--- src/rtl/kms_pkg.sv ---
`default_nettype none

package kms_pkg;

   // Key storage width; every per-key vector below is this wide.
   localparam int MAX_KEYS = 64;
   localparam int KEY_W    = 64;
   localparam int ROW_W    = 3;
   localparam int COL_W    = 8;
   localparam int MODE_W   = 3;
   localparam int DIM_W    = 4;   // row or column count, up to 8
   localparam int CNT_W    = 7;   // key count or key offset, up to 64

   // Matrix modes
   localparam logic [MODE_W-1:0] MODE_6X5 = 3'd0;
   localparam logic [MODE_W-1:0] MODE_5X6 = 3'd1;
   localparam logic [MODE_W-1:0] MODE_4X7 = 3'd2;
   localparam logic [MODE_W-1:0] MODE_6X6 = 3'd3;
   localparam logic [MODE_W-1:0] MODE_6X7 = 3'd4;
   localparam logic [MODE_W-1:0] MODE_8X8 = 3'd5;

   // CSR word select (paddr[3])
   localparam logic REG_SCAN_MODE  = 1'b0;
   localparam logic REG_KEY_ENABLE = 1'b1;

   typedef struct packed {
      logic [MODE_W-1:0] scan_mode;
      logic [KEY_W-1:0]  key_enable;
   } cfg_type;

   typedef struct packed {
      logic [ROW_W-1:0] row_index;
      logic [COL_W-1:0] column_levels;
      logic             end_of_pass;
      logic             end_of_burst;
   } item_type;

   typedef struct packed {
      logic [KEY_W-1:0] press_events;
      logic [KEY_W-1:0] release_events;
      logic [KEY_W-1:0] keys_down;
      logic [COL_W-1:0] active_columns;
   } result_type;

   // Unused modes 6 and 7 fall back to 8x8.
   function automatic logic [DIM_W-1:0] mode_rows(input logic [MODE_W-1:0] m);
      logic [DIM_W-1:0] r;
      unique case (m)
         MODE_6X5: r = 4'd6;
         MODE_5X6: r = 4'd5;
         MODE_4X7: r = 4'd4;
         MODE_6X6: r = 4'd6;
         MODE_6X7: r = 4'd6;
         default:  r = 4'd8;
      endcase
      return r;
   endfunction

   function automatic logic [DIM_W-1:0] mode_cols(input logic [MODE_W-1:0] m);
      logic [DIM_W-1:0] c;
      unique case (m)
         MODE_6X5: c = 4'd5;
         MODE_5X6: c = 4'd6;
         MODE_4X7: c = 4'd7;
         MODE_6X6: c = 4'd6;
         MODE_6X7: c = 4'd7;
         default:  c = 4'd8;
      endcase
      return c;
   endfunction

   // Ones in the low n bits, saturating at the full key width.
   function automatic logic [KEY_W-1:0] low_mask(input logic [CNT_W-1:0] n);
      logic [KEY_W-1:0] m;
      if (n >= CNT_W'(KEY_W))
         m = '1;
      else
         m = (KEY_W'(1) << n) - KEY_W'(1);
      return m;
   endfunction

endpackage

`default_nettype wire

--- src/rtl/kms_csr.sv ---
`default_nettype none

module kms_csr (
   input  wire logic                       clock,
   input  wire logic                       reset,
   input  wire logic                       csr_psel,
   input  wire logic                       csr_penable,
   input  wire logic                       csr_pwrite,
   input  wire logic [3:0]                 csr_paddr,
   input  wire logic [63:0]                csr_pwdata,
   output      logic [63:0]                csr_prdata,
   output      logic                       csr_pready,
   output      kms_pkg::cfg_type           cfg
);
   import kms_pkg::*;

   logic [MODE_W-1:0] scan_mode_ff;
   logic [KEY_W-1:0]  key_enable_ff;
   logic              wr_en;
   logic              reg_sel;

   // low address bits are byte offset within the 64-bit word
   assign reg_sel    = csr_paddr[3];
   assign wr_en      = csr_psel && csr_penable && csr_pwrite;
   assign csr_pready = 1'b1;

   always_ff @(posedge clock) begin
      if (reset) begin
         scan_mode_ff  <= MODE_6X5;
         key_enable_ff <= '0;
      end else if (wr_en) begin
         unique case (reg_sel)
            REG_SCAN_MODE:  scan_mode_ff  <= csr_pwdata[MODE_W-1:0];
            REG_KEY_ENABLE: key_enable_ff <= csr_pwdata;
            default: ;
         endcase
      end
   end

   always_comb begin
      unique case (reg_sel)
         REG_SCAN_MODE:  csr_prdata = 64'(scan_mode_ff);
         REG_KEY_ENABLE: csr_prdata = key_enable_ff;
         default:        csr_prdata = '0;
      endcase
   end

   assign cfg.scan_mode  = scan_mode_ff;
   assign cfg.key_enable = key_enable_ff;

endmodule

`default_nettype wire

--- src/rtl/kms_core.sv ---
`default_nettype none

module kms_core (
   input  wire logic                 clock,
   input  wire logic                 reset,
   input  wire logic                 advance,
   input  wire kms_pkg::item_type    item,
   input  wire kms_pkg::cfg_type     cfg,
   output      logic                 emit,
   output      kms_pkg::result_type  result
);
   import kms_pkg::*;

   logic [KEY_W-1:0] pass_pressed_ff, pass_pressed_in;
   logic [KEY_W-1:0] every_pressed_ff, every_pressed_in;
   logic [KEY_W-1:0] any_pressed_ff, any_pressed_in;
   logic [KEY_W-1:0] last_down_ff, last_down_in;
   logic [COL_W-1:0] columns_seen_ff, columns_seen_in;

   logic [DIM_W-1:0] rows;
   logic [DIM_W-1:0] cols;
   logic [COL_W-1:0] col_mask;
   logic [COL_W-1:0] low_cols;
   logic [CNT_W-1:0] row_base;
   logic [KEY_W-1:0] valid_keys;
   logic             row_ok;
   logic [KEY_W-1:0] pass_now;
   logic [COL_W-1:0] cols_now;
   logic [KEY_W-1:0] every_now;
   logic [KEY_W-1:0] any_now;
   logic [KEY_W-1:0] diff;
   logic [KEY_W-1:0] press;
   logic [KEY_W-1:0] release_k;
   logic [KEY_W-1:0] down_now;

   assign rows       = mode_rows(cfg.scan_mode);
   assign cols       = mode_cols(cfg.scan_mode);
   assign col_mask   = COL_W'((9'd1 << cols) - 9'd1);
   assign low_cols   = ~item.column_levels & col_mask;
   assign row_base   = CNT_W'(item.row_index) * CNT_W'(cols);
   assign valid_keys = low_mask(CNT_W'(rows) * CNT_W'(cols)) & low_mask(CNT_W'(MAX_KEYS));
   assign row_ok     = {1'b0, item.row_index} < rows;

   always_comb begin
      pass_now = pass_pressed_ff;
      cols_now = columns_seen_ff;
      if (row_ok) begin
         pass_now = (pass_pressed_ff | (KEY_W'(low_cols) << row_base)) & valid_keys;
         cols_now = columns_seen_ff | low_cols;
      end
      every_now = every_pressed_ff & pass_now;
      any_now   = any_pressed_ff | pass_now;

      diff      = (any_now ^ last_down_ff) & cfg.key_enable & valid_keys;
      press     = diff & (every_now | any_now);
      release_k = diff & ~every_now;
      down_now  = (last_down_ff | press) & ~release_k;

      emit = item.end_of_pass && item.end_of_burst;

      pass_pressed_in  = pass_now;
      every_pressed_in = every_pressed_ff;
      any_pressed_in   = any_pressed_ff;
      columns_seen_in  = cols_now;
      last_down_in     = last_down_ff;
      if (item.end_of_pass) begin
         pass_pressed_in = '0;
         if (item.end_of_burst) begin
            every_pressed_in = '1;
            any_pressed_in   = '0;
            columns_seen_in  = '0;
            last_down_in     = down_now;
         end else begin
            every_pressed_in = every_now;
            any_pressed_in   = any_now;
            columns_seen_in  = '0;
         end
      end

      result.press_events   = press;
      result.release_events = release_k;
      result.keys_down      = down_now;
      result.active_columns = cols_now;
   end

   always_ff @(posedge clock) begin
      if (reset) begin
         pass_pressed_ff  <= '0;
         every_pressed_ff <= '1;
         any_pressed_ff   <= '0;
         last_down_ff     <= '0;
         columns_seen_ff  <= '0;
      end else if (advance) begin
         pass_pressed_ff  <= pass_pressed_in;
         every_pressed_ff <= every_pressed_in;
         any_pressed_ff   <= any_pressed_in;
         last_down_ff     <= last_down_in;
         columns_seen_ff  <= columns_seen_in;
      end
   end

endmodule

`default_nettype wire

--- src/rtl/keypad_matrix_scan_events.sv ---
// Keypad matrix scan event generator.
// req_ channel: one sampled matrix row per transfer (row index, active-low
//   column levels, end-of-pass and end-of-burst marks). A transfer is taken
//   at any edge with req_valid and req_ready high.
// rsp_ channel: one transfer per burst, made by the row sample that carries
//   both end_of_pass and end_of_burst: press/release masks, new key state and
//   the columns seen low in the final pass. Other samples give no result.
// csr_ port: APB style, 64-bit data, scan_mode at 0x0, key_enable at 0x8.
//   Write only while no sample is in flight.
// Path: a sample is held in the input register, its per-key update is
//   bitwise over all 64 keys, and the result is registered in the result
//   register behind rsp_valid and the rsp_ outputs.
// Throughput: one sample per cycle unless a burst-ending sample stalls.
// Stall: while rsp_valid waits on rsp_ready, samples that make no result
//   keep flowing; a burst-ending sample waits in the input register and
//   req_ready drops only once that register is also held.
// Reset: synchronous; presets the accumulators, clears remembered key
//   state and both registers (scan_mode 6x5, all keys disabled).
`default_nettype none

module keypad_matrix_scan_events (
   input  wire logic                          clock,
   input  wire logic                          reset,
   // sample channel
   input  wire logic                          req_valid,
   output      logic                          req_ready,
   input  wire logic [kms_pkg::ROW_W-1:0]     req_row_index,
   input  wire logic [kms_pkg::COL_W-1:0]     req_column_levels,
   input  wire logic                          req_end_of_pass,
   input  wire logic                          req_end_of_burst,
   // event channel
   output      logic                          rsp_valid,
   input  wire logic                          rsp_ready,
   output      logic [kms_pkg::KEY_W-1:0]     rsp_press_events,
   output      logic [kms_pkg::KEY_W-1:0]     rsp_release_events,
   output      logic [kms_pkg::KEY_W-1:0]     rsp_keys_down,
   output      logic [kms_pkg::COL_W-1:0]     rsp_active_columns,
   // register port
   input  wire logic                          csr_psel,
   input  wire logic                          csr_penable,
   input  wire logic                          csr_pwrite,
   input  wire logic [3:0]                    csr_paddr,
   input  wire logic [63:0]                   csr_pwdata,
   output      logic [63:0]                   csr_prdata,
   output      logic                          csr_pready
);
   import kms_pkg::*;

   cfg_type    cfg;
   item_type   item_ff;
   logic       item_valid_ff;
   logic       emit;
   logic       advance;
   result_type result;
   result_type rsp_ff;
   logic       rsp_valid_ff;

   kms_csr u_csr (
      .clock       (clock),
      .reset       (reset),
      .csr_psel    (csr_psel),
      .csr_penable (csr_penable),
      .csr_pwrite  (csr_pwrite),
      .csr_paddr   (csr_paddr),
      .csr_pwdata  (csr_pwdata),
      .csr_prdata  (csr_prdata),
      .csr_pready  (csr_pready),
      .cfg         (cfg)
   );

   // The held sample moves on unless it makes a result and the output
   // register is full and not being drained this cycle.
   assign advance   = item_valid_ff && (!emit || !rsp_valid_ff || rsp_ready);
   assign req_ready = !item_valid_ff || advance;

   // input register
   always_ff @(posedge clock) begin
      if (reset) begin
         item_valid_ff <= 1'b0;
      end else if (req_valid && req_ready) begin
         item_valid_ff <= 1'b1;
      end else if (advance) begin
         item_valid_ff <= 1'b0;
      end
   end

   always_ff @(posedge clock) begin
      if (req_valid && req_ready) begin
         item_ff.row_index     <= req_row_index;
         item_ff.column_levels <= req_column_levels;
         item_ff.end_of_pass   <= req_end_of_pass;
         item_ff.end_of_burst  <= req_end_of_burst;
      end
   end

   kms_core u_core (
      .clock   (clock),
      .reset   (reset),
      .advance (advance),
      .item    (item_ff),
      .cfg     (cfg),
      .emit    (emit),
      .result  (result)
   );

   // result register
   always_ff @(posedge clock) begin
      if (reset) begin
         rsp_valid_ff <= 1'b0;
      end else if (advance && emit) begin
         rsp_valid_ff <= 1'b1;
      end else if (rsp_ready) begin
         rsp_valid_ff <= 1'b0;
      end
   end

   always_ff @(posedge clock) begin
      if (advance && emit) begin
         rsp_ff <= result;
      end
   end

   assign rsp_valid          = rsp_valid_ff;
   assign rsp_press_events   = rsp_ff.press_events;
   assign rsp_release_events = rsp_ff.release_events;
   assign rsp_keys_down      = rsp_ff.keys_down;
   assign rsp_active_columns = rsp_ff.active_columns;

endmodule

`default_nettype wire
--- config.mk ---
export PLATFORM = sky130hd
export DESIGN_NAME = keypad_matrix_scan_events
export DESIGN_NICKNAME = d
export VERILOG_FILES = /design/src/rtl/kms_pkg.sv /design/src/rtl/kms_csr.sv /design/src/rtl/kms_core.sv /design/src/rtl/keypad_matrix_scan_events.sv
export SDC_FILE = /design/constraint.sdc
export NUM_CORES = 1
export LEC_CHECK = 0
export ABC_CLOCK_PERIOD_IN_PS = 10400
export BUFFER_PORTS_ARGS = -buffer_cell sky130_fd_sc_hd__buf_4
export CELL_PAD_IN_SITES_DETAIL_PLACEMENT = 0
export CELL_PAD_IN_SITES_GLOBAL_PLACEMENT = 2
export CORE_MARGIN = 10
export CORE_UTILIZATION = 36
export CTS_CLUSTER_DIAMETER = 150
export CTS_CLUSTER_SIZE = 8
export DETAILED_ROUTE_END_ITERATION = 10
export PLACE_DENSITY_LB_ADDON = 0.1
export REMOVE_ABC_BUFFERS = 1
export SLEW_MARGIN = 20
export SYNTH_ARGS = -nofsm -noshare
export SYNTH_HDL_FRONTEND = slang
export SYNTH_SLANG_ARGS = --single-unit
--- constraint.sdc ---
create_clock -name clock -period 10.4 [get_ports clock]
set_clock_uncertainty 0.2 [all_clocks]
set_input_delay 1.04 -clock clock [delete_from_list [all_inputs] [get_ports clock]]
set_output_delay 1.04 -clock clock [all_outputs]
set_load 0.05 [all_outputs]
# == Word-level counts from Yosys, hierarchy flattened ==
# Cells that the tools add are included.
# word_totals
reg_bits,546
in_bits,88
elab_cells,84
# classes
addsub,2
mul,2
magnitude_cmp,2
n_eq_ne,4
shift,3
mux,14
bitwise_logic,18
reduce_logical,22
# op_table
cell,n
$and A64 B64 Y64,7
$mux W64,5
$or A64 B64 Y64,4
$not A64 Y64,2
$pmux W64 S2,1
$shl A1 B7 Y64 const A,1
$shl A8 B7 Y64,1
$sub A64 B2 Y64 const B,1
$xor A64 B64 Y64,1
$pmux W4 S3,2
$mux W8,2
$and A8 B8 Y8,1
$not A8 Y8,1
$or A8 B8 Y8,1
$shl A1 B4 Y8 const A,1
$sub A8 B1 Y8 const B,1
$ge A7 B7 Y1 const B,1
$mul A3 B4 Y7,1
$mul A4 B4 Y7,1
$eq A3 B2 Y1 const B,2
$logic_and A1 B1 Y1,6
$reduce_and A2 Y1,3
$lt A3 B4 Y1,1
$mux W1,4
10 further kinds,16

# == Logic depth before layout (Yosys ltp) ==
# logic_depth
word_depth,17
depth_mapped,25

# == By module ==
# Synthesis repeated with hierarchy kept, for this count alone.
# hier_totals
cells_unflattened,2998
area_unflattened_um2,27365.0
# by_module_without_submodules
module,instances,cells_per_inst,area_per_inst_um2
kms_core,1,2412,17362.9
keypad_matrix_scan_events,1,225,6500.0
kms_csr,1,361,3502.1

# == Least setup slack after synthesis ==
# Ideal clock, no wire load.
# synth_timing
path_kind,input-to-reg
from,input rsp_ready
to,register u_core.last_down_ff[10]
setup_ps,431
arrival_time_ps,7987
required_time_ps,9769
slack_ps,1782
stages,8
n_path_buf,3
cell_sequence,nand4b_1 > and2_1 > clkbuf_1 > nand3_1 > clkinv_1 > clkbuf_1 > clkbuf_1 > a211oi_1
# synth_between
elab_chain_cells,3
# synth_rtl
element,line,text
from (decl),keypad_matrix_scan_events.sv:33,"input wire logic rsp_ready,"
$logic_or A1 B1 Y1,keypad_matrix_scan_events.sv:73,assign advance = item_valid_ff && (!emit || !rsp_valid_ff || rsp_ready);
$logic_and A1 B1 Y1,keypad_matrix_scan_events.sv:73,
$reduce_and A3 Y1 (no source line),-,
to (signal assigned),kms_core.sv:97,last_down_ff <= last_down_in;
to (decl),kms_core.sv:17,"logic [KEY_W-1:0] last_down_ff, last_down_in;"
# No other way between the ends.
# A chain may end at the register's enable or synchronous reset.

==> results.ini <==
[critical_path]
crit_type=reg -> reg
crit_top_cell=inv_1
worst_ep_required_time_ps=10570
critPathTopFamily=compound AO/OA/AOI/OAI gates
slowest_stage=a21oi_1
cp-start-kind=register
worst_setup_path_end_kind=register
arrival_ps=7230
crit_fanout=30
r2r_slack_ps=3340
path_cells=o21ai_4, inv_2, nor2_1, inv_1, fa_1, inv_1, fa_1, inv_1, fa_1, buf_4, nor3b_2, nand4_1, ha_1, buf_4, inv_1, o2111ai_1, a21oi_1, nor3_1, a21oi_1, mux2i_1, o211a_1
critical-path-max-stage-delay_ps=640
crit_buf_inv=7

[sta]
fmax_mhz=142
slew_headroom_pct=28.3
hold_viol=0
setup_viol=0
period_share_pct=67.9
rsz0062_at_grt=false
worst_pin_slew_ps=1070
drv_slew=0
finalCriticalPeriod_ps=7060

[global_route]
grt_max_degree=124
track_usage_pct=22.9
antenna_found_initial=2
grt_pass1_vias=24000
grt_pass1_wl_um=151000
overflow=0

[final_layout]
stdcell_count=4233
antenna-diode-count=0
drive_gt1_share_pct=17.7
nets=3325
syn2layout_area_growth_pct=21.7
final_util_pct=44.3

[job]
maxCapViolations=0

[logic_synthesis]
synth_cells=2898
synth_top_area_share_pct=25.0
synthArstFlopShare_pct=0
synth.distinct_cells=116
syn-mean-instance-area_um2=9.20
ys_warn_count=0
seq_area_frac_synth_pct=49.0
synth-seq-cells=546
yosys_most_used_dff=dfxtp_1
netlist_area_mm2=0.0266
synth_area_leaders=dfxtp_1, edfxtp_1, a21oi_1
yosys.area.top_type=dfxtp_1
synthTopCellsByCount=dfxtp_1, nand2_1, a21oi_1, nor2_1, o21ai_0
synth_edf_count=213
synth_most_common_cell=dfxtp_1

[clock_network]
clockBufferDepth=3
clk_latency_ps=630
cts-htree-levels=3
clockRootBuffer=clkbuf_16
ctsHoldBuffers=0
postCtsSetupRepairBufs=0
cts_inserted_buffers=78
clock_sinks=546
clk_pin_slew_worst_paths_ps=70
post_cts_resized=0
cts_tree=built

[pwr]
power_frac_seq_pct=41.9
internal_power_mw=3.87
ir_drop_mv=0.117
powerDensity_mw_per_mm2=169
p_leak_nw=12.1
p_comb_share_pct=14.6
p_sw_mw=1.61
clockPowerShare_pct=43.6
p_sw_share_pct=29.4

[floorplanning]
die_h_um=292
std_cell_rows=99
ios=355
core-area_mm2=0.0732
die_w_um=292
die-area_mm2=0.0853
initial_utilization_pct=36.4

[outcome]
status=finished, final reports clean

[placed_design]
numPortBuffers=350
dp.cells=4091
gp_congestion=0.874
dp_hpwl_um=67300

[route]
vias_per_cell=5.72
drc=0
wl_per_cell_um=24.1
route.vias.total=24200
wl_um=102000
ant_nets=0
drtIter0Drc=2121
drtPass1Iterations=5

[hold_path]
hold_path_class=reg -> reg

metrics by stage:
stage	setup WS, ps	cell area [µm²]	hold WS, ps	TNS [ps]	total power [mW]
after floorplan	-1950	26000	226	-112240	2.76
after global placement	3430	30200	237	0	3.12
after detailed placement	3410	30200	250	0	3.12
after CTS	3370	32400	257	0	5.53
after global routing	2920	32400	286	0	5.68
final	3340	32400	262	0	5.47
per-layer routing:
metal	global-route usage, %	wire length (µm)	up-vias
li1	-	-	11300
met1	28.4	43100	11800
met2	37.9	47600	895
met3	5.11	7190	208
met4	9.87	4010	2
met5	0	11	-
worst register-to-register path, stage by stage (launching register included):
cell,delay (ps)
dfxtp_1,510
o21ai_4,410
inv_2,140
nor2_1,230
inv_1,110
fa_1,540
inv_1,50
fa_1,510
inv_1,60
fa_1,470
buf_4,280
nor3b_2,530
nand4_1,210
ha_1,240
buf_4,260
inv_1,460
o2111ai_1,190
a21oi_1,290
nor3_1,90
a21oi_1,640
mux2i_1,170
o211a_1,230
area by class of cell:
type / count / area, µm²
Sequential cell: 546 / 13100
Fill cell: 7156 / 40800
Inverter: 131 / 499
Clock inverter: 5 / 58.8
Tap cell: 959 / 1200
Clock buffer: 137 / 2190
Multi-Input combinational cell: 2067 / 12500
Timing Repair Buffer: 388 / 2930
path summary, 6_finish.rpt:
kind              depth (start not counted)                                      to                                   start
hold / removal                            1  u_core.columns_seen_ff[7]$_SDFFE_PP0P_  u_core.columns_seen_ff[7]$_SDFFE_PP0P_
setup reg to reg                         21         rsp_release_events[8]$_DFFE_PP_      u_csr.scan_mode_ff[0]$_SDFFE_PP0P_
setup / recovery                         21         rsp_release_events[8]$_DFFE_PP_      u_csr.scan_mode_ff[0]$_SDFFE_PP0P_
hold reg to reg                           1  u_core.columns_seen_ff[7]$_SDFFE_PP0P_  u_core.columns_seen_ff[7]$_SDFFE_PP0P_
placed cells by master (no fill, tap or decap), types with 10 or more instances in the layout:
cell	n
buf_4	386
dfxtp_1	333
nand2_1	290
a21oi_1	266
nor2_1	261
o21ai_0	254
edfxtp_1	213
inv_1	126
and2_1	85
clkbuf_16	79
nor3_1	73
a31oi_1	72
a22oi_1	65
mux2i_1	59
a211oi_1	58
clkbuf_1	58
o211a_1	50
nand3_1	45
o21a_1	35
o31ai_1	34
o21ai_1	21
ha_1	19
and3_1	18
a21o_1	15
nand4_1	15
nor4_1	15
a21boi_0	14
nand2b_1	13
a21oi_2	13
nor2b_1	12
nor3b_1	12
xnor2_1	11
o211ai_1	10
power by group through the flow:
stage          clock network (mW)  registers [mW]  logic [mW]
3_3_place_gp                    0            2.33       0.783
2_1_floorplan                   0            2.38       0.381
3_5_place_dp                    0            2.33       0.789
5_1_grt                      2.54            2.30       0.847
4_1_cts                      2.45            2.29       0.792
6_report                     2.39            2.29       0.797
cell families after synthesis:
family                   after synthesis  synth area share [%]
AO/OA/AOI/OAI                       1045                  25.9
AND/OR/NAND/NOR                      902                  15.9
flip-flops                           546                  49.0
buffers and inverters                291                  4.44
multiplexers                          67                  2.69
adder cells (fa/ha/maj)               25                  1.34
XOR/XNOR                              20                 0.756
other                                  2                0.0282
registers in the layout (all words and copies together), names as in the netlist, 64 cells and up:
signal,count
rsp_keys_down,64
rsp_press_events,64
rsp_release_events,64
u_core.any_pressed_ff,64
u_core.every_pressed_ff,64
u_core.last_down_ff,64
u_core.pass_pressed_ff,64
u_csr.key_enable_ff,64
No activity file was read; power rests on OpenSTA's default activity.
